### src/hdl/cct_pkg.sv
// Shared types, constants and configuration layout of the color transform.
package cct_pkg;

    localparam int SAMPLE_WIDTH_DEF   = 21;
    localparam int COEF_FRAC_BITS_DEF = 16;
    localparam int NUM_COMP           = 3;
    localparam int OUT_WIDTH          = 23;
    localparam int DC_WIDTH           = 21;
    localparam int SHIFT_WIDTH        = 6;
    localparam int SHAMT_WIDTH        = 5;
    localparam int RND_WIDTH          = 16;
    localparam int MAX_SHIFT          = 16;
    localparam int CFG_ADDR_WIDTH     = 3;
    localparam int CFG_DATA_WIDTH     = 23;
    localparam int OUT_TDATA_WIDTH    = ((NUM_COMP * OUT_WIDTH + 7) / 8) * 8;

    localparam logic signed [SHIFT_WIDTH-1:0] SHIFT_HI = SHIFT_WIDTH'(MAX_SHIFT);
    localparam logic signed [SHIFT_WIDTH-1:0] SHIFT_LO = SHIFT_WIDTH'(-MAX_SHIFT);
    localparam logic [SHAMT_WIDTH-1:0]        SHAMT_MAX = SHAMT_WIDTH'(MAX_SHIFT);

    typedef enum logic [CFG_ADDR_WIDTH-1:0] {
        REG_DIRECTION  = 3'd0,
        REG_REVERSIBLE = 3'd1,
        REG_FINALIZE   = 3'd2,
        REG_DC_OFFSET  = 3'd3,
        REG_MIN_VALUE  = 3'd4,
        REG_MAX_VALUE  = 3'd5,
        REG_DOWN_SHIFT = 3'd6,
        REG_ROUND_OFS  = 3'd7
    } cct_reg_t;

    typedef struct packed {
        logic                          direction;
        logic                          reversible;
        logic                          finalize;
        logic signed [DC_WIDTH-1:0]    dc_offset;
        logic signed [OUT_WIDTH-1:0]   min_value;
        logic signed [OUT_WIDTH-1:0]   max_value;
        logic signed [SHIFT_WIDTH-1:0] down_shift;
        logic [RND_WIDTH-1:0]          rounding_offset;
    } cct_cfg_t;

    localparam cct_cfg_t CFG_RESET = '{
        direction:       1'b0,
        reversible:      1'b1,
        finalize:        1'b0,
        dc_offset:       '0,
        min_value:       {1'b1, {(OUT_WIDTH-1){1'b0}}},
        max_value:       {1'b0, {(OUT_WIDTH-1){1'b1}}},
        down_shift:      '0,
        rounding_offset: '0
    };

endpackage

### src/hdl/cct_mult.sv
// First pipeline stage: coefficient products and the reversible integer transform.
module cct_mult import cct_pkg::*; #(
    parameter int SAMPLE_WIDTH   = SAMPLE_WIDTH_DEF,
    parameter int COEF_FRAC_BITS = COEF_FRAC_BITS_DEF
) (
    input  logic                                          aclk,
    input  logic                                          aresetn,
    input  cct_cfg_t                                      cfg,
    input  logic                                          in_valid,
    output logic                                          in_ready,
    input  logic signed [SAMPLE_WIDTH-1:0]                comp0,
    input  logic signed [SAMPLE_WIDTH-1:0]                comp1,
    input  logic signed [SAMPLE_WIDTH-1:0]                comp2,
    input  logic                                          in_last,
    output logic                                          out_valid,
    input  logic                                          out_ready,
    output logic signed [SAMPLE_WIDTH+COEF_FRAC_BITS+1:0] prod_o [NUM_COMP][NUM_COMP],
    output logic signed [SAMPLE_WIDTH+3:0]                rev_o [NUM_COMP],
    output logic                                          out_last
);

    localparam int CW = COEF_FRAC_BITS + 2;
    localparam int PW = SAMPLE_WIDTH + CW;
    localparam int XW = SAMPLE_WIDTH + 4;

    localparam longint K299_1000  = ((longint'(299) << COEF_FRAC_BITS) + 500) / 1000;
    localparam longint K587_1000  = ((longint'(587) << COEF_FRAC_BITS) + 500) / 1000;
    localparam longint K114_1000  = ((longint'(114) << COEF_FRAC_BITS) + 500) / 1000;
    localparam longint KHALF      = ((longint'(1) << COEF_FRAC_BITS) + 1) / 2;
    localparam longint K299_1772  = ((longint'(299) << COEF_FRAC_BITS) + 886) / 1772;
    localparam longint K587_1772  = ((longint'(587) << COEF_FRAC_BITS) + 886) / 1772;
    localparam longint K587_1402  = ((longint'(587) << COEF_FRAC_BITS) + 701) / 1402;
    localparam longint K114_1402  = ((longint'(114) << COEF_FRAC_BITS) + 701) / 1402;
    localparam longint KONE       = longint'(1) << COEF_FRAC_BITS;
    localparam longint K1402_1000 = ((longint'(1402) << COEF_FRAC_BITS) + 500) / 1000;
    localparam longint K1772_1000 = ((longint'(1772) << COEF_FRAC_BITS) + 500) / 1000;
    localparam longint K714136    =
        ((longint'(714136) << COEF_FRAC_BITS) + 500000) / 1000000;
    localparam longint K344136    =
        ((longint'(344136) << COEF_FRAC_BITS) + 500000) / 1000000;

    localparam logic signed [CW-1:0] C_Y_R   = CW'(K299_1000);
    localparam logic signed [CW-1:0] C_Y_G   = CW'(K587_1000);
    localparam logic signed [CW-1:0] C_Y_B   = CW'(K114_1000);
    localparam logic signed [CW-1:0] C_HALF  = CW'(KHALF);
    localparam logic signed [CW-1:0] C_CB_R  = CW'(-K299_1772);
    localparam logic signed [CW-1:0] C_CB_G  = CW'(-K587_1772);
    localparam logic signed [CW-1:0] C_CR_G  = CW'(-K587_1402);
    localparam logic signed [CW-1:0] C_CR_B  = CW'(-K114_1402);
    localparam logic signed [CW-1:0] C_ONE   = CW'(KONE);
    localparam logic signed [CW-1:0] C_R_CR  = CW'(K1402_1000);
    localparam logic signed [CW-1:0] C_G_CR  = CW'(-K714136);
    localparam logic signed [CW-1:0] C_G_CB  = CW'(-K344136);
    localparam logic signed [CW-1:0] C_B_CB  = CW'(K1772_1000);

    logic signed [CW-1:0]           coef [NUM_COMP][NUM_COMP];
    logic signed [SAMPLE_WIDTH-1:0] opnd [NUM_COMP];
    logic signed [PW-1:0]           prod_next [NUM_COMP][NUM_COMP];
    logic signed [PW-1:0]           prod_reg  [NUM_COMP][NUM_COMP];
    logic signed [XW-1:0]           rev_next  [NUM_COMP];
    logic signed [XW-1:0]           rev_reg   [NUM_COMP];
    logic signed [XW-1:0]           ax, bx, cx, quarter, g;
    logic                           valid_reg;
    logic                           last_reg;

    assign opnd[0] = comp0;
    assign opnd[1] = comp1;
    assign opnd[2] = comp2;

    // Each result lane is one three-term linear combination of the inputs.
    always_comb begin
        if (!cfg.direction) begin
            coef[0][0] = C_Y_R;  coef[0][1] = C_Y_G;  coef[0][2] = C_Y_B;
            coef[1][0] = C_CB_R; coef[1][1] = C_CB_G; coef[1][2] = C_HALF;
            coef[2][0] = C_HALF; coef[2][1] = C_CR_G; coef[2][2] = C_CR_B;
        end else begin
            coef[0][0] = C_ONE;  coef[0][1] = '0;     coef[0][2] = C_R_CR;
            coef[1][0] = C_ONE;  coef[1][1] = C_G_CB; coef[1][2] = C_G_CR;
            coef[2][0] = C_ONE;  coef[2][1] = C_B_CB; coef[2][2] = '0;
        end
    end

    always_comb begin
        for (int k = 0; k < NUM_COMP; k++) begin
            for (int j = 0; j < NUM_COMP; j++) begin
                prod_next[k][j] = PW'(coef[k][j]) * PW'(opnd[j]);
            end
        end
    end

    assign ax      = XW'(comp0);
    assign bx      = XW'(comp1);
    assign cx      = XW'(comp2);
    assign quarter = (bx + cx) >>> 2;
    assign g       = ax - quarter;

    always_comb begin
        if (!cfg.direction) begin
            rev_next[0] = (ax + (bx <<< 1) + cx) >>> 2;
            rev_next[1] = cx - bx;
            rev_next[2] = ax - bx;
        end else begin
            rev_next[0] = cx + g;
            rev_next[1] = g;
            rev_next[2] = bx + g;
        end
    end

    assign in_ready = !valid_reg || out_ready;

    always_ff @(posedge aclk) begin
        if (!aresetn) begin
            valid_reg <= 1'b0;
        end else if (in_ready) begin
            valid_reg <= in_valid;
        end
    end

    always_ff @(posedge aclk) begin
        if (in_ready && in_valid) begin
            prod_reg <= prod_next;
            rev_reg  <= rev_next;
            last_reg <= in_last;
        end
    end

    assign out_valid = valid_reg;
    assign prod_o    = prod_reg;
    assign rev_o     = rev_reg;
    assign out_last  = last_reg;

endmodule

### config.mk
export PLATFORM = sky130hd
export DESIGN_NAME = cct_mult
export DESIGN_NICKNAME = d
export VERILOG_FILES = /design/src/hdl/cct_pkg.sv /design/src/hdl/cct_mult.sv
export SDC_FILE = /design/constraint.sdc
export NUM_CORES = 2
export LEC_CHECK = 0
export BUFFER_PORTS_ARGS = -buffer_cell sky130_fd_sc_hd__buf_2
export CORE_MARGIN = 2
export CORE_UTILIZATION = 35
export DETAILED_ROUTE_END_ITERATION = 7
export PLACE_DENSITY_LB_ADDON = 0.2
export SYNTH_ARGS = -nofsm -noshare
export SYNTH_HDL_FRONTEND = slang
export SYNTH_SLANG_ARGS = --single-unit
### constraint.sdc
create_clock -name aclk -period 22.4 [get_ports aclk]
set_clock_uncertainty 0.1 [all_clocks]
set_input_delay 4.48 -clock aclk [delete_from_list [all_inputs] [get_ports aclk]]
set_output_delay 4.48 -clock aclk [all_outputs]
set_load 0.02 [all_outputs]
# Word level (Yosys, flattened, before mapping)
# Cells that the tools add are included.
# totals
reg_bits,428
latch_bits,0
mem_bits_rw,0
mem_bits_ro,0
inputBits,160
output_inout_bits,429
word_cells,36
mem_count,0
# op_classes
n_addsub,8
n_mul,9
div,0
order_cmp,0
n_eq_ne,0
shift,0
n_mux,2
bitwise,0
n_reduce_logical,3
# ops
cell,n
$mul A18 B21 Y39,9
$mux W161,1
$mux W75,1
$add A21 B22 Y23,3
$sub A21 B21 Y22,2
$add A23 B21 Y24,1
$add A21 B21 Y22,1
$sub A21 B20 Y22,1
$logic_and A1 B1 Y1,1
$logic_not A1 Y1,1
$logic_or A1 B1 Y1,1

# Depth between registers and ports, before layout
# depth
word_depth,4
ltp_mapped,30
ltp_nobuf,30

# Least setup slack after synthesis
# No wires, ideal clock.
# synth_path
path_kind,input to register
from,input out_ready
to,"register last_reg (netlist: out_last), enable pin"
setup_ps,811
t_arrival_ps,13770
required_time_ps,21489
setup_slack_ps,7719
path_stages,2
n_path_buf,0
cell_sequence,nand2b_1 > and2_1
# synth_between
elab_chain_cells,2
# synth_rtl
item,line_no,text
"start, declared",cct_mult.sv:16,"input logic out_ready,"
$logic_or A1 B1 Y1,cct_mult.sv:109,assign in_ready = !valid_reg || out_ready;
$logic_and A1 B1 Y1,cct_mult.sv:120,if (in_ready && in_valid) begin
"end signal, assigned",cct_mult.sv:123,last_reg <= in_last;
"end, declared",cct_mult.sv:64,logic last_reg;
# Every way passes these cells.
# A chain may end at the register's enable or synchronous reset.

==> impl_metrics.ini <==
[timing]
fin_setup_tns_ns = 0
final_max_slew_viol_count = 0
final_hold_viol_count = 0
timing.final.crit_period_ns = 12.82
worstMarginPinSlew_ns = 1.20
max_freq_ghz = 0.0780
timing.final.crit_share_pct = 57.2
rsz0062_at_grt = no
setup_viol = 0
max-slew-margin-rel_pct = 19.5

[synthesis]
async_flop_share_pct = 0
netlist_area_sq_um = 89200
synthCells = 8901
ys.warnings.count = 0
synth_top_area_cell = fa_1
syn_area_per_cell_sq_um = 10.0
ys_ff_latch = 399
synth_area_leaders = fa_1 (36%), ha_1 (20%), edfxtp_1 (13%)
synth_edf_count = 398
ys_seq_area_share_pct = 13.4
ys.flop_type = edfxtp_1
synth_cell_types = 102
synth_top_area_share_pct = 35.7

[setup_path]
reg2reg_depth = 4
cp_max_fo = 61
start_kind = primary input
crit_path_end_kind = flop
critPathRequiredTime_ns = 22.77
setup.worst_path.class = in2reg
worstPathArrival_ns = 13.18

[run_status]
status = completed

[final_layout]
num-nets-final = 12700
layout_commonest_cell = inv_1
final_cell_mix = inv_1 (2515), fa_1 (1590), ha_1 (1445)
area_growth_syn_to_layout_pct = 9.97
n_fill_cell = 25600
drive_gt1_share_pct = 7.67

[cts]
cts_tree = built
post_cts_buffers = 0
path_clk_slew_ns = 0.06
ctsRootBufferMaster = clkbuf_16
cts_max_path_buffers = 3
cts_resized = 0
htreeDepth = 2
cts_made_buffers = 55
cts-hold-fix-buffers = 0
cts_sinks = 399
insertion_delay_ns = 0.69

[floorplan]
die_y_microns = 509
core_sq_um = 254000
row_count = 185
initial_core_util_pct = 35.1
dieArea_sq_um = 259000
io_pins = 589
dieWidth_microns = 509

[global_routing]
grt_pass1_wl_microns = 397000
grt.met3_usage_pct = 2.85
grt_overflow = 0
antenna_found_initial = 42
grt-busiest-layer = met2
grt.met1_usage_pct = 28.7
grt_pass1_vias = 64800
met2_usage_pct = 32.6
grt_start_max_net_pins = 124
grt.total_usage_pct = 20.4

[placed_design]
routabilityCongestion = 0.942
port_buffers = 479
place.detailed.hpwl_microns = 220000

[drt]
drt.antenna.violating_nets = 0
vias_per_cell = 4.77
vias = 61600
wirelength_microns = 259000
dr.pass1.iters = 6
dr.first_iter.drc_count = 3314
drc = 0
wl_per_cell_microns = 20.1

[min_path]
hold_class = reg2reg
whs_path_depth = 2

[run]
maxCapViolations = 0
-- synthesized netlist by cell type (55+ instances only) --
| library cell | count |
|---|---|
| o21ai_0 | 211 |
| ha_1 | 1448 |
| o21bai_1 | 66 |
| nor2_1 | 345 |
| fa_1 | 1590 |
| nand3_1 | 80 |
| nor2b_1 | 55 |
| clkbuf_1 | 85 |
| a21o_1 | 159 |
| a21oi_1 | 350 |
| xnor2_1 | 349 |
| inv_1 | 2515 |
| xor2_1 | 114 |
| nor3_1 | 77 |
| nand2_1 | 409 |
| edfxtp_1 | 398 |
-- critical path, cell delays in order --
cell and delay, ns:
buf_8 0.18, inv_6 0.38, buf_4 0.55, nand2_1 0.50
inv_1 0.79, ha_1 0.40, inv_1 0.10, fa_1 0.45
fa_1 0.47, fa_1 0.53, inv_1 0.05, fa_1 0.48
inv_1 0.05, fa_1 0.54, inv_1 0.06, ha_1 0.43
nand2_1 0.08, o21ai_0 0.21, a221o_1 0.21, a22oi_1 0.14
a21oi_1 0.50, a311oi_1 0.29, o41ai_1 0.60, a21oi_1 0.18
xnor2_1 0.40
-- logic make-up after synthesis --
| group | Yosys count | synth area share [%] |
|---|---|---|
| fa+ha+maj | 3039 | 56.0 |
| buf+inv | 2662 | 11.3 |
| simple gates | 1177 | 6.01 |
| compound gates | 1131 | 8.33 |
| xor+xnor | 463 | 4.55 |
| flops | 399 | 13.4 |
| mux | 28 | 0.324 |
| other cells | 2 | 0.00842 |
-- stage by stage --
| step | std cells | util, % | setup slack [ns] | hold WS, ns | area, sq um |
|---|---|---|---|---|---|
| after detailed placement | 12800 | 37.9 | 9.01 | 0.427 | 96100 |
| after floorplan | 9027 | - | 7.72 | 0.650 | 89600 |
| after CTS | 12900 | 38.6 | 9.75 | 0.437 | 98000 |
| after global routing | 12900 | 38.6 | 9.23 | 0.476 | 98000 |
| after global placement | 12800 | 37.9 | 8.96 | 0.403 | 96100 |
| final | 12900 | 38.7 | 9.58 | 0.436 | 98100 |
-- state kept, by name, indices dropped and copies added (netlist names) --
signal,count
out_last,1
out_valid,1
prod_o,329
rev_o,68
-- metal layers --
metal / vias up / routed length, microns / part of all wire, %
li1: 29000 / - / -
met1: 30900 / 119000 / 46
met2: 1440 / 118000 / 45
met3: 250 / 13400 / 5.2
met4: 22 / 8400 / 3.2
met5: - / 103 / 0.040
-- layout make-up --
cell class / instances / area, sq um / share of cell area (%)
clock inverters: 42 / 465 / 0.475
clock buffers: 60 / 1420 / 1.44
well taps: 3366 / 4210 / 4.29
inverters: 2516 / 9450 / 9.64
multi-input cells: 5966 / 67600 / 68.9
diodes: 12 / 30.0 / 0.0306
flip-flops and latches: 399 / 12000 / 12.2
repair buffers: 544 / 2920 / 2.98
-- worst paths after layout --
path / slack, ns / endpoint / from
worst min-delay path: 0.44 / out_valid$_SDFFE_PN0N_ / out_valid$_SDFFE_PN0N_
worst max-delay path: 9.58 / prod_o[38]$_DFFE_PP_ / cfg[91]
worst max register to register: 19.30 / prod_o[301]$_DFFE_PP_ / out_valid$_SDFFE_PN0N_
worst min register to register: 0.44 / out_valid$_SDFFE_PN0N_ / out_valid$_SDFFE_PN0N_
Power is left out: the tool's default activity adds up to more than one toggle a clock period on the data nets, which glitch-free logic cannot reach.
