## src/hdl/cct_pkg.sv

```systemverilog
// Shared types, constants and configuration layout of the color transform.
package cct_pkg;

    localparam int SAMPLE_WIDTH_DEF   = 21;
    localparam int COEF_FRAC_BITS_DEF = 16;
    localparam int NUM_COMP           = 3;
    localparam int OUT_WIDTH          = 23;
    localparam int DC_WIDTH           = 21;
    localparam int SHIFT_WIDTH        = 6;
    localparam int SHAMT_WIDTH        = 5;
    localparam int RND_WIDTH          = 16;
    localparam int MAX_SHIFT          = 16;
    localparam int CFG_ADDR_WIDTH     = 3;
    localparam int CFG_DATA_WIDTH     = 23;
    localparam int OUT_TDATA_WIDTH    = ((NUM_COMP * OUT_WIDTH + 7) / 8) * 8;

    localparam logic signed [SHIFT_WIDTH-1:0] SHIFT_HI = SHIFT_WIDTH'(MAX_SHIFT);
    localparam logic signed [SHIFT_WIDTH-1:0] SHIFT_LO = SHIFT_WIDTH'(-MAX_SHIFT);
    localparam logic [SHAMT_WIDTH-1:0]        SHAMT_MAX = SHAMT_WIDTH'(MAX_SHIFT);

    typedef enum logic [CFG_ADDR_WIDTH-1:0] {
        REG_DIRECTION  = 3'd0,
        REG_REVERSIBLE = 3'd1,
        REG_FINALIZE   = 3'd2,
        REG_DC_OFFSET  = 3'd3,
        REG_MIN_VALUE  = 3'd4,
        REG_MAX_VALUE  = 3'd5,
        REG_DOWN_SHIFT = 3'd6,
        REG_ROUND_OFS  = 3'd7
    } cct_reg_t;

    typedef struct packed {
        logic                          direction;
        logic                          reversible;
        logic                          finalize;
        logic signed [DC_WIDTH-1:0]    dc_offset;
        logic signed [OUT_WIDTH-1:0]   min_value;
        logic signed [OUT_WIDTH-1:0]   max_value;
        logic signed [SHIFT_WIDTH-1:0] down_shift;
        logic [RND_WIDTH-1:0]          rounding_offset;
    } cct_cfg_t;

    localparam cct_cfg_t CFG_RESET = '{
        direction:       1'b0,
        reversible:      1'b1,
        finalize:        1'b0,
        dc_offset:       '0,
        min_value:       {1'b1, {(OUT_WIDTH-1){1'b0}}},
        max_value:       {1'b0, {(OUT_WIDTH-1){1'b1}}},
        down_shift:      '0,
        rounding_offset: '0
    };

endpackage

```

## src/hdl/cct_round.sv

```systemverilog
// Second and third pipeline stages: product sum, then rounding or truncation to integer.
module cct_round import cct_pkg::*; #(
    parameter int SAMPLE_WIDTH   = SAMPLE_WIDTH_DEF,
    parameter int COEF_FRAC_BITS = COEF_FRAC_BITS_DEF
) (
    input  logic                                          aclk,
    input  logic                                          aresetn,
    input  cct_cfg_t                                      cfg,
    input  logic                                          in_valid,
    output logic                                          in_ready,
    input  logic signed [SAMPLE_WIDTH+COEF_FRAC_BITS+1:0] prod_i [NUM_COMP][NUM_COMP],
    input  logic signed [SAMPLE_WIDTH+3:0]                rev_i [NUM_COMP],
    input  logic                                          in_last,
    output logic                                          out_valid,
    input  logic                                          out_ready,
    output logic signed [SAMPLE_WIDTH+3:0]                x_o [NUM_COMP],
    output logic                                          out_last
);

    localparam int PW   = SAMPLE_WIDTH + COEF_FRAC_BITS + 2;
    localparam int SUMW = PW + 2;
    localparam int BW   = SUMW + 1;
    localparam int XW   = SAMPLE_WIDTH + 4;

    localparam logic signed [BW-1:0] ROUND_BIAS = BW'(longint'(1) << (COEF_FRAC_BITS - 1));
    localparam logic signed [BW-1:0] TRUNC_BIAS = BW'((longint'(1) << COEF_FRAC_BITS) - 1);

    logic signed [SUMW-1:0] sum_next [NUM_COMP];
    logic signed [SUMW-1:0] sum_reg  [NUM_COMP];
    logic signed [XW-1:0]   rev_reg  [NUM_COMP];
    logic signed [BW-1:0]   bias     [NUM_COMP];
    logic signed [BW-1:0]   scaled   [NUM_COMP];
    logic signed [XW-1:0]   x_next   [NUM_COMP];
    logic signed [XW-1:0]   x_reg    [NUM_COMP];
    logic                   valid_a_reg, valid_b_reg;
    logic                   last_a_reg, last_b_reg;
    logic                   ready_b;
    logic                   truncate;

    always_comb begin
        for (int k = 0; k < NUM_COMP; k++) begin
            sum_next[k] = SUMW'(prod_i[k][0]) + SUMW'(prod_i[k][1]) + SUMW'(prod_i[k][2]);
        end
    end

    // A finalized irreversible inverse truncates toward zero; everything else
    // rounds to nearest with halves going up.
    assign truncate = cfg.direction && !cfg.reversible && cfg.finalize;

    always_comb begin
        for (int k = 0; k < NUM_COMP; k++) begin
            if (truncate) begin
                bias[k] = sum_reg[k][SUMW-1] ? TRUNC_BIAS : '0;
            end else begin
                bias[k] = ROUND_BIAS;
            end
            scaled[k] = (BW'(sum_reg[k]) + bias[k]) >>> COEF_FRAC_BITS;
            x_next[k] = cfg.reversible ? rev_reg[k] : XW'(scaled[k]);
        end
    end

    assign ready_b  = !valid_b_reg || out_ready;
    assign in_ready = !valid_a_reg || ready_b;

    always_ff @(posedge aclk) begin
        if (!aresetn) begin
            valid_a_reg <= 1'b0;
            valid_b_reg <= 1'b0;
        end else begin
            if (in_ready) begin
                valid_a_reg <= in_valid;
            end
            if (ready_b) begin
                valid_b_reg <= valid_a_reg;
            end
        end
    end

    always_ff @(posedge aclk) begin
        if (in_ready && in_valid) begin
            sum_reg    <= sum_next;
            rev_reg    <= rev_i;
            last_a_reg <= in_last;
        end
        if (ready_b && valid_a_reg) begin
            x_reg      <= x_next;
            last_b_reg <= last_a_reg;
        end
    end

    assign out_valid = valid_b_reg;
    assign x_o       = x_reg;
    assign out_last  = last_b_reg;

endmodule

```

## config.mk

```make
export PLATFORM = sky130hd
export DESIGN_NAME = cct_round
export DESIGN_NICKNAME = d
export VERILOG_FILES = /design/src/hdl/cct_pkg.sv /design/src/hdl/cct_round.sv
export SDC_FILE = /design/constraint.sdc
export NUM_CORES = 1
export LEC_CHECK = 0
export BUFFER_PORTS_ARGS = -buffer_cell sky130_fd_sc_hd__buf_2
export CAP_MARGIN = 25
export CORE_AREA = 2 2 234 236
export DETAILED_ROUTE_END_ITERATION = 6
export DIE_AREA = 0 0 236 238
export PLACE_DENSITY = 0.62
export SLEW_MARGIN = 20
export SYNTH_ARGS = -nofsm -noshare
export SYNTH_HDL_FRONTEND = slang
export SYNTH_SLANG_ARGS = --single-unit
```

## constraint.sdc

```tcl
create_clock -name aclk -period 8.7 [get_ports aclk]
set_input_delay 1.74 -clock aclk [delete_from_list [all_inputs] [get_ports aclk]]
set_output_delay 1.74 -clock aclk [all_outputs]
set_load 0.03 [all_outputs]
```

# Yosys cells after proc, flatten, opt, wreduce, memory -nomap -nowiden
# Index checks and enable logic that the tools add are counted.
# W data, S select, Z words.
# word_totals
memories	0
elab_cells	40
register_bits	277
romBits	0
inputBits	523
mem_bits_rw	0
latch_bits	0
out_inout_bits	78
# classes
order_cmp	0
shift	0
n_div	0
n_eq_ne	0
add_sub_neg	9
reduce_logical	9
n_mul	0
n_bitwise	0
muxes	9
# ops
op	n
$add A40 B39 Y41	3
$add A41 B17 Y41	3
$add A39 B39 Y40	3
$mux W16	6
$mux W25	3
$logic_and A1 B1 Y1	4
$logic_not A1 Y1	3
$logic_or A1 B1 Y1	2

# Longest topological paths before layout
# Gate-level depths: netlist (run 1).
# logic_depth
ltp_word	6
depth_mapped	15
mapped_depth_nobuf	15

# Worst setup path after synthesis (run 1)
# Ideal clock, no wire load.
# synth_path
path_kind	input to register
startpoint	input out_ready
endpoint	register last_a_reg (enable)
path_buffers	0
required_ns	8.117
arrival_ns	6.640
slack_ns	1.477
stages	3
setup_time_ns	0.583
path_cell_list	nor2b_1 > nand2_1 > and2_1
# synth_between
elab_chain_cells	3
# synth_rtl
element	line	rtl
start: declaration	cct_round.sv:15	input logic out_ready,
$logic_or A1 B1 Y1	cct_round.sv:62	assign ready_b = !valid_b_reg || out_ready;
$logic_or A1 B1 Y1	cct_round.sv:63	assign in_ready = !valid_a_reg || ready_b;
named net in_ready	cct_round.sv:10	output logic in_ready,
$logic_and A1 B1 Y1	cct_round.sv:80	if (in_ready && in_valid) begin
end signal: assignment	cct_round.sv:83	last_a_reg <= in_last;
end: declaration	cct_round.sv:36	logic last_a_reg, last_b_reg;
# The timed path passes the listed nets, and every way through them passes these cells.
# A chain may end at the register's enable or synchronous reset.

==> impl_metrics.tcl, run 1 <==
set metrics [dict create \
    relSlewSlack 0.232 \
    routedWlPerCell_um 17.9 \
    critPathSlowestCell "fa_1" \
    clk_pin_slew_worst_paths_ns 0.06 \
    grt_max_degree 84 \
    placed_area_um2 22000 \
    grt-ovfl-total 0 \
    yosys-top-cells-area "edfxtp_1, fa_1, ha_1" \
    numCtsBuffers 36 \
    required_ns 8.98 \
    grt_pass1_vias 14500 \
    power_switching_mw 1.65 \
    rows 85 \
    synth_nets 2346 \
    synth_top_area_share 0.444 \
    ys_types 69 \
    swShare 0.327 \
    die_h_um 238 \
    yosys.area.top_type "edfxtp_1" \
    tns_ns 0 \
    fin_crit_sh 0.605 \
    synth_edf_count 275 \
    portBuffers 511 \
    holdPathStages 0 \
    slowest_delay_ns 0.49 \
    dr.pass1.iters 5 \
    drive_above_1_share 0.283 \
    synth.avg_cell_area_um2 11.8 \
    gp_congestion 0.864 \
    cts_resized 0 \
    dpl.hpwl_mm 40.1 \
    cts_setup_buffers 0 \
    initial_utilization 0.348 \
    final-hold-violation-count 0 \
    boundaryPins 601 \
    grt_usage 0.177 \
    status "finished, final reports clean" \
    synth_area_um2 18600 \
    antenna_found_initial 13 \
    drtIter0Drc 648 \
    die_x_um 236 \
    skew_ns 0.0172 \
    cts_root_buf "clkbuf_16" \
    p_leak_nw 9.61 \
    via_per_inst 4.98 \
    wl_mm 50.6 \
    synthArstFlopShare 0 \
    grt_pass1_wl_mm 77.6 \
    cts_sinks 277 \
    die_area_um2 56200 \
    nNetsFinal 2869 \
    cts_max_path_buffers 3 \
    core_region_area_um2 53500 \
    worstSetupPathType "input pin to flip-flop" \
    cts_hold_buf 0 \
    seq_power_share 0.377 \
    tightest_slew_ns 1.12 \
    tritoncts "yes" \
    vias 14100 \
    drtAntennaViolNets 0 \
    clk_latency_ns 0.54 \
    internal_power_mw 3.40 \
    clkPwrFrac 0.300 \
    start_kind "input pin" \
    syn_to_final_growth_pct 24.7 \
    cp_num_cells 14 \
    synth_ff_type "edfxtp_1" \
    max_freq_mhz 190 \
    remaining_drc_errors 0 \
    htreeDepth 2 \
    cp_max_fo 4 \
    cp_num_buf_inv 1 \
    setup_violations 0 \
    r2r_cells 10 \
    vdd_drop_max_uv 108 \
    cp-end-kind "flip-flop" \
    design_area_um2 23200 \
    min_period_ns 5.27 \
    yosys_warnings 0 \
    path_delay_family "compound AO/OA/AOI/OAI gates" \
    seq_area_frac_synth 0.446 \
    drv_cap 0 \
    hold_path.class "flip-flop to flip-flop" \
    crit_chain "buf_2, fa_1, ha_1, fa_1, a21oi_1, o211ai_1, o211ai_1, o21ai_1, o31a_1, a22o_1, a211oi_2, o21ai_0, a221oi_1, xnor2_1" \
    largest_reg_flops 123 \
    ys_ff_latch 277 \
    syn_inst 1583 \
    finalMaxSlewViolations 0 \
    arrival_ns 5.54 \
    rsz0062_at_grt "no" \
    p_per_area_nw_per_um2 217 \
    power_frac_comb 0.323 \
]
[final cells by class]
cell class,count,area [um^2]
diodes,6,15.0
inverters,54,204
repair buffers,516,2620
multi-input cells,1221,10000
well taps,696,871
clock inverters,22,219
clock buffers,43,978
flip-flops and latches,277,8300
fillers,5068,30300
[final timing paths]
| kind | from | end | slack (ns) |
|---|---|---|---|
| max | prod_i[1] | sum_reg[37] | 3.43 |
| min | last_a_reg | out_last | 0.43 |
| max reg2reg | sum_reg[122] | x_o[74] | 5.22 |
| min reg2reg | last_a_reg | out_last | 0.43 |
[cells in the mapped netlist (45+ instances only)]
cell type	count
edfxtp_1	275
nand2_1	143
fa_1	120
ha_1	120
o21ai_0	118
xnor2_1	115
a21oi_1	109
nor2_1	67
xor2_1	63
a21o_1	58
inv_1	53
nand3_1	45
[metrics by stage]
step	utilization	total power [mW]	hold slack (ns)	setup slack, ns	std cells
after floorplan	-	3.05	0.400	1.48	1583
final	0.434	5.04	0.432	3.43	2835
after detailed placement	0.411	3.55	0.431	2.88	2763
after global routing	0.434	5.35	0.448	3.05	2834
after global placement	0.411	3.52	0.404	2.86	2763
after CTS	0.433	5.09	0.441	3.45	2828
[metal layers]
| layer | up-vias | track usage | routed length, um |
|---|---|---|---|
| li1 | 6889 | - | - |
| met4 | 8 | 0.0589 | 1150 |
| met5 | - | 0 | 54 |
| met2 | 397 | 0.299 | 24100 |
| met3 | 75 | 0.0349 | 3080 |
| met1 | 6742 | 0.229 | 22200 |
[logic make-up (layout without fill, tap and decap cells)]
group	Yosys count	count (layout)	synth area share
flip-flops	277	277	0.446
multiplexers	3	3	0.00168
AND/OR/NAND/NOR	396	396	0.105
buffers and inverters	85	635	0.0173
XOR/XNOR	178	178	0.0837
adder cells (fa/ha/maj)	240	240	0.210
AO/OA/AOI/OAI	404	404	0.137
other	0	6	0
[layout by cell type, fill, tap and decap left out, types with 5 or more instances in the layout]
cell type     n
nor3_1       21
diode_2       6
nor4_1       13
o21a_1        9
and2_1        7
o21ai_1       7
buf_4         5
and3_1       16
edfxtp_1    275
nand2_1     143
clkbuf_16    37
ha_1        120
a31oi_1      12
a211oi_1      7
clkinvlp_4    5
xnor2_1     115
nand2b_1     20
clkinv_2      8
inv_1        53
fa_1        120
a21oi_1     109
o21ai_0     118
a21o_1       58
nor2b_1      18
o21bai_1     22
o211ai_1     14
nor2_1       67
nand3_1      45
xor2_1       63
nand4_1      24
buf_2       510
[power groups by stage]
stage          logic, mW  clock network (mW)  registers (mW)
3_3_place_gp        1.60                   0            1.92
2_1_floorplan       1.09                   0            1.96
6_report            1.63                1.51            1.90
5_1_grt             1.82                1.61            1.93
3_5_place_dp        1.62                   0            1.93
4_1_cts             1.63                1.56            1.90
Power figures use the tool's default switching activity.
==> run 2: changes to the inputs <==
- ABC_AREA: unset -> 1
- CORE_AREA: 2 2 234 236 -> 2 2 233 235
- DIE_AREA: 0 0 236 238 -> 0 0 235 237
- PLACE_DENSITY: 0.62 -> 0.72
- clock period: 8.7 -> 5 ns (I/O delays scaled with it)
==> run 2 against run 1 <==
- setup slack lost 2.0 ns
- synthesized cell count is 86% higher
- via count grew 58%
- largest power group is now combinational logic
- highest routed layer unchanged
==> impl_metrics.tcl, run 2 <==
set metrics [dict create \
    grt-ovfl-total 0 \
    power_frac_comb 0.401 \
    reg2reg_slack_ns 1.88 \
    grt.met1_usage 0.352 \
    clk_pin_slew_worst_paths_ns 0.06 \
    arrival_ns 3.90 \
    numCtsBuffers 35 \
    portBuffers 511 \
    nNetsFinal 4239 \
    hold_ws_ns 0.419 \
    rsz0062_at_grt "no" \
    synth_edf_count 275 \
    clk_latency_ns 0.55 \
    dr.pass1.iters 6 \
    drv_cap 0 \
    htreeDepth 2 \
    synthArstFlopShare 0 \
    drtAntennaViolNets 0 \
    antenna_found_initial 7 \
    crit_chain "buf_2, fa_1, ha_1, fa_1, nand3_1, nand2_1, a21oi_1, o21ai_0, nand4_1, nand2_1, nand2_1, nand2_1, nand2_1, nand2_1" \
    ys_types 47 \
    cp-end-kind "flip-flop" \
    min_period_ns 3.62 \
    hold_path.class "flip-flop to flip-flop" \
    cp_max_fo 5 \
    grt_use_met3 0.0438 \
    synth_ff_type "edfxtp_1" \
    die_x_um 235 \
    cp_num_buf_inv 1 \
    rows 85 \
    clkPwrFrac 0.254 \
    yosys-top-cells-area "edfxtp_1, nand2_1, fa_1" \
    path_delay_family "adder cells" \
    synth_area_um2 23400 \
    tns_ns 0 \
    yosys.area.top_type "edfxtp_1" \
    cts_setup_buffers 0 \
    synth_nets 3713 \
    final_common_cell "nand2_1" \
    tritoncts "yes" \
    power_mw 9.99 \
    grtUsageMet2 0.434 \
    pre_cts_slack_ns 0.920 \
    drive_above_1_share 0.169 \
    layout.cells.most_common_list "nand2_1, buf_2, inv_1, nor2_1, edfxtp_1" \
    start_kind "input pin" \
    seq_area_frac_synth 0.354 \
    skew_ns 0.0314 \
    p_leak_nw 13.0 \
    syn_to_final_growth_pct 19.3 \
    setup_violations 0 \
    syn_inst 2950 \
    routedWlPerCell_um 17.7 \
    yosys-top-cells-count "nand2_1, inv_1, nor2_1" \
    power_switching_mw 4.00 \
    fillers 5267 \
    required_ns 5.29 \
    setup_slack_ns 1.38 \
    vdd_drop_max_uv 200 \
    status "finished, final reports clean" \
    cts_hold_buf 0 \
    cts_resized 0 \
    top_usage_layer "met2" \
    die_h_um 237 \
    dpl.hpwl_mm 61.6 \
    remaining_drc_errors 0 \
    seq_power_share 0.345 \
    synth.avg_cell_area_um2 7.95 \
    ys_ff_latch 277 \
    tightest_slew_ns 0.933 \
    synth_top_area_share 0.352 \
    finalMaxSlewViolations 0 \
    wl_mm 74.4 \
    max_freq_mhz 277 \
    largest_reg_flops 123 \
    yosysMostFrequentCell "nand2_1" \
    core_region_area_um2 53300 \
    p_per_area_nw_per_um2 357 \
    vias 22300 \
    final-hold-violation-count 0 \
    yosys_warnings 0 \
    grt_pass1_wl_mm 116 \
    critPathSlowestCell "fa_1" \
    slowest_delay_ns 0.56 \
    cpMostUsedCell "nand2_1" \
    grt_max_degree 146 \
    gp_congestion 1.02 \
    swShare 0.400 \
    grt_pass1_vias 21800 \
    fin_crit_sh 0.723 \
    initial_utilization 0.440 \
    grt_usage 0.263 \
    cts_sinks 277 \
    internal_power_mw 5.99 \
    drtIter0Drc 1675 \
    worstSetupPathType "input pin to flip-flop" \
    die_area_um2 55700 \
    relSlewSlack 0.373 \
    via_per_inst 5.30 \
    boundaryPins 601 \
    cts_root_buf "clkbuf_16" \
    cts_max_path_buffers 3 \
]
==> run 2: cell count changes in the layout (fill, tap and decap cells not counted), sizes merged, moves of 30 or more <==
cell | before | now
a21o | 58 | 28
a21oi | 109 | 142
inv | 56 | 389
nand2 | 143 | 825
nand3 | 45 | 240
nor2 | 67 | 294
nor3 | 22 | 68
xnor2 | 115 | 31
==> run 2: layer usage <==
layer	share of wire	wire, um
met3	0.067	4950
met5	0.00048	36
met1	0.44	32500
met4	0.034	2530
met2	0.46	34400
==> run 2: layout make-up <==
type | count | area (um^2) | area share
clock buffer | 39 | 912 | 0.0326
multi-input combinational | 2253 | 13500 | 0.483
inverter | 389 | 1470 | 0.0524
tap | 696 | 871 | 0.0311
timing repair buffer | 520 | 2650 | 0.0949
antenna | 5 | 12.5 | 0.000447
clock inverter | 21 | 235 | 0.00841
sequential | 277 | 8300 | 0.297
==> run 2: power groups by stage <==
stage	logic, mW	registers, mW	clock network (mW)
finish	4.01	3.44	2.54
global route	4.48	3.49	2.67
CTS	3.96	3.44	2.59
detailed placement	3.94	3.48	0
global placement	3.92	3.48	0
floorplan	2.63	3.44	0
==> run 2: worst register-to-register path: cells and delay by family, from the launching register on <==
kind	cells	cell delay, ns
compound gates	1	0.26
simple gates	10	1.78
flops	1	0.83
==> run 2: worst paths after layout <==
kind,start,to,cells past startpoint
max,prod_i[1],sum_reg[39],14
min,last_a_reg,out_last,0
max reg2reg,sum_reg[40],x_o[18],11
min reg2reg,last_a_reg,out_last,0
==> run 2: cells by family after synthesis <==
logic type | share of synthesized area
AOI/OAI and AO/OA | 0.0983
xor gates and xnor gates | 0.0403
adders and majority gates | 0.167
buffers and inverters | 0.0699
DFF | 0.354
and+or+nand+nor | 0.271
==> run 2: per-stage QoR <==
| stage | instance area (um^2) | util | std cells |
|---|---|---|---|
| after global routing | 28000 | 0.525 | 4197 |
| after detailed placement | 26800 | 0.503 | 4135 |
| after CTS | 28000 | 0.525 | 4195 |
| final | 28000 | 0.525 | 4200 |
| after global placement | 26800 | 0.503 | 4135 |
| after floorplan | 23500 | - | 2950 |
==> run 3: changes to the inputs <==
- PLACE_DENSITY: 0.72 -> 0.75
- clock period: 5 -> 2.91 ns (I/O delays scaled with it)
==> run 3 against run 2 <==
- the flow now finishes with violations (design-rule violations)
- critical path depth is 1 lower
- clock power grew 74%
- largest cell class unchanged
- clock-buffer cell count is 1 higher
- utilization increased by 6.4 points
- routed wire length increased by 7.8%
- die area is the same
- design area up 12%
- clock skew down 0.012 ns
- sequential power rose by 72%
- via count increased by 7.2%
- worst hold slack got worse by 0.22 ns
==> impl_metrics.tcl, run 3 (synthesis gave the netlist of run 2 again) <==
set metrics [dict create \
    boundaryPins 601 \
    cts_max_path_buffers 3 \
    setup_violations 0 \
    seq_power_share 0.311 \
    drive_above_1_share 0.264 \
    tightest_slew_ns 0.706 \
    skew_ns 0.0199 \
    fin_crit_sh 0.922 \
    dr.pass1.iters 7 \
    pre_cts_slack_ns -0.307 \
    worstSetupPathType "input pin to flip-flop" \
    dpl.hpwl_mm 68.7 \
    rsz0062_at_grt "no" \
    final_common_cell "nand2_1" \
    die_h_um 237 \
    grt-ovfl-total 0 \
    rows 85 \
    final_cells 4641 \
    drtIter0Drc 1618 \
    min_period_ns 2.68 \
    clk_pin_slew_worst_paths_ns 0.06 \
    register_area_um2 8300 \
    core_region_area_um2 53300 \
    swShare 0.385 \
    power_switching_mw 7.35 \
    portBuffers 511 \
    nNetsFinal 4680 \
    fillers 4885 \
    final-hold-violation-count 0 \
    internal_power_mw 11.7 \
    tns_ns 0 \
    required_ns 3.21 \
    arrival_ns 2.98 \
    clkPwrFrac 0.232 \
    cts_setup_buffers 0 \
    die_area_um2 55700 \
    grt_usage 0.282 \
    antenna_found_initial 5 \
    status "finished, violations left" \
    initial_utilization 0.440 \
    p_leak_nw 15.1 \
    cp_max_fo 3 \
    relSlewSlack 0.525 \
    grtUsageMet2 0.489 \
    setup_slack_ns 0.226 \
    remaining_drc_errors 2 \
    syn_to_final_growth_pct 33.9 \
    cts_sinks 277 \
    grt_max_degree 67 \
    placed_area_um2 30200 \
    grt_pass1_vias 23600 \
    p_per_area_nw_per_um2 608 \
    largest_reg_flops 123 \
    via_per_inst 5.15 \
    start_kind "input pin" \
    grt_pass1_wl_mm 124 \
    multi_input_area_um2 13600 \
    placedCellCount 4576 \
    violations "design-rule violations" \
    vdd_drop_max_uv 377 \
    finalMaxSlewViolations 0 \
    max_freq_mhz 373 \
    power_mw 19.1 \
    cts_root_buf "clkbuf_16" \
    numCtsBuffers 35 \
    tritoncts "yes" \
    hold_path.class "input pin to flip-flop" \
    gp_congestion 1.01 \
    htreeDepth 2 \
    design_area_um2 31400 \
    cp-end-kind "flip-flop" \
    cts_resized 0 \
    drtAntennaViolNets 0 \
    vias 23900 \
    power_frac_comb 0.457 \
    wl_mm 80.2 \
    top_usage_layer "met2" \
    layout.cells.most_common_list "nand2_1, buf_2, buf_4, inv_1, nor2_1" \
    final_util 0.589 \
    hold_ws_ns 0.203 \
    grt.met1_usage 0.369 \
    drv_cap 0 \
    cts_hold_buf 0 \
    die_x_um 235 \
    clk_latency_ns 0.55 \
    grt_use_met3 0.0403 \
    routedWlPerCell_um 17.3 \
]
-- run 3: cell types whose count changed in the layout (fill, tap and decap cells not counted), moves of 4 or more --
cell,change
buf_4,+438
clkinv_2,-5
a21oi_1,-4
a21oi_2,+4
-- run 3: worst paths after layout --
path	startpoint	endpoint	slack [ns]	cells past startpoint
worst min register to register	last_a_reg	out_last	0.44	0
worst min-delay path	rev_i[37]	rev_reg[37]	0.20	1
worst max-delay path	prod_i[142]	sum_reg[77]	0.23	13
worst max register to register	sum_reg[40]	x_o[22]	0.34	13
-- run 3: critical path, stage by stage --
cell     delay [ns]
buf_2          0.12
fa_1           0.47
ha_1           0.33
nand2_1        0.09
nor2_1         0.16
inv_1          0.10
nor2_1         0.14
inv_1          0.10
nor4_1         0.30
buf_4          0.19
nand3_1        0.14
nand3_1        0.16
xor2_1         0.08
-- run 3: cell type report --
type / count / share of cell area
Multi-Input combinational cell: 2253 / 0.432
Sequential cell: 277 / 0.264
Timing Repair Buffer: 961 / 0.191
Inverter: 389 / 0.0468
Clock buffer: 40 / 0.0292
Tap cell: 696 / 0.0277
Clock inverter: 23 / 0.00821
Antenna cell: 2 / 0.000159
-- run 3: power by group through the flow --
| stage | Sequential [mW] | Combinational [mW] | Clock (mW) |
|---|---|---|---|
| finish | 5.92 | 8.72 | 4.43 |
| global route | 5.98 | 9.63 | 4.68 |
| global placement | 5.96 | 8.53 | 0 |
| floorplan | 5.91 | 4.53 | 0 |
| detailed placement | 5.97 | 8.61 | 0 |
| CTS | 5.89 | 8.66 | 4.51 |
-- run 3: layer usage --
| layer | share of wire | wire (um) | up-vias |
|---|---|---|---|
| met5 | 0.00039 | 31 | - |
| li1 | - | - | 11900 |
| met1 | 0.43 | 34700 | 11100 |
| met2 | 0.48 | 38400 | 858 |
| met3 | 0.062 | 4960 | 124 |
| met4 | 0.026 | 2110 | 4 |
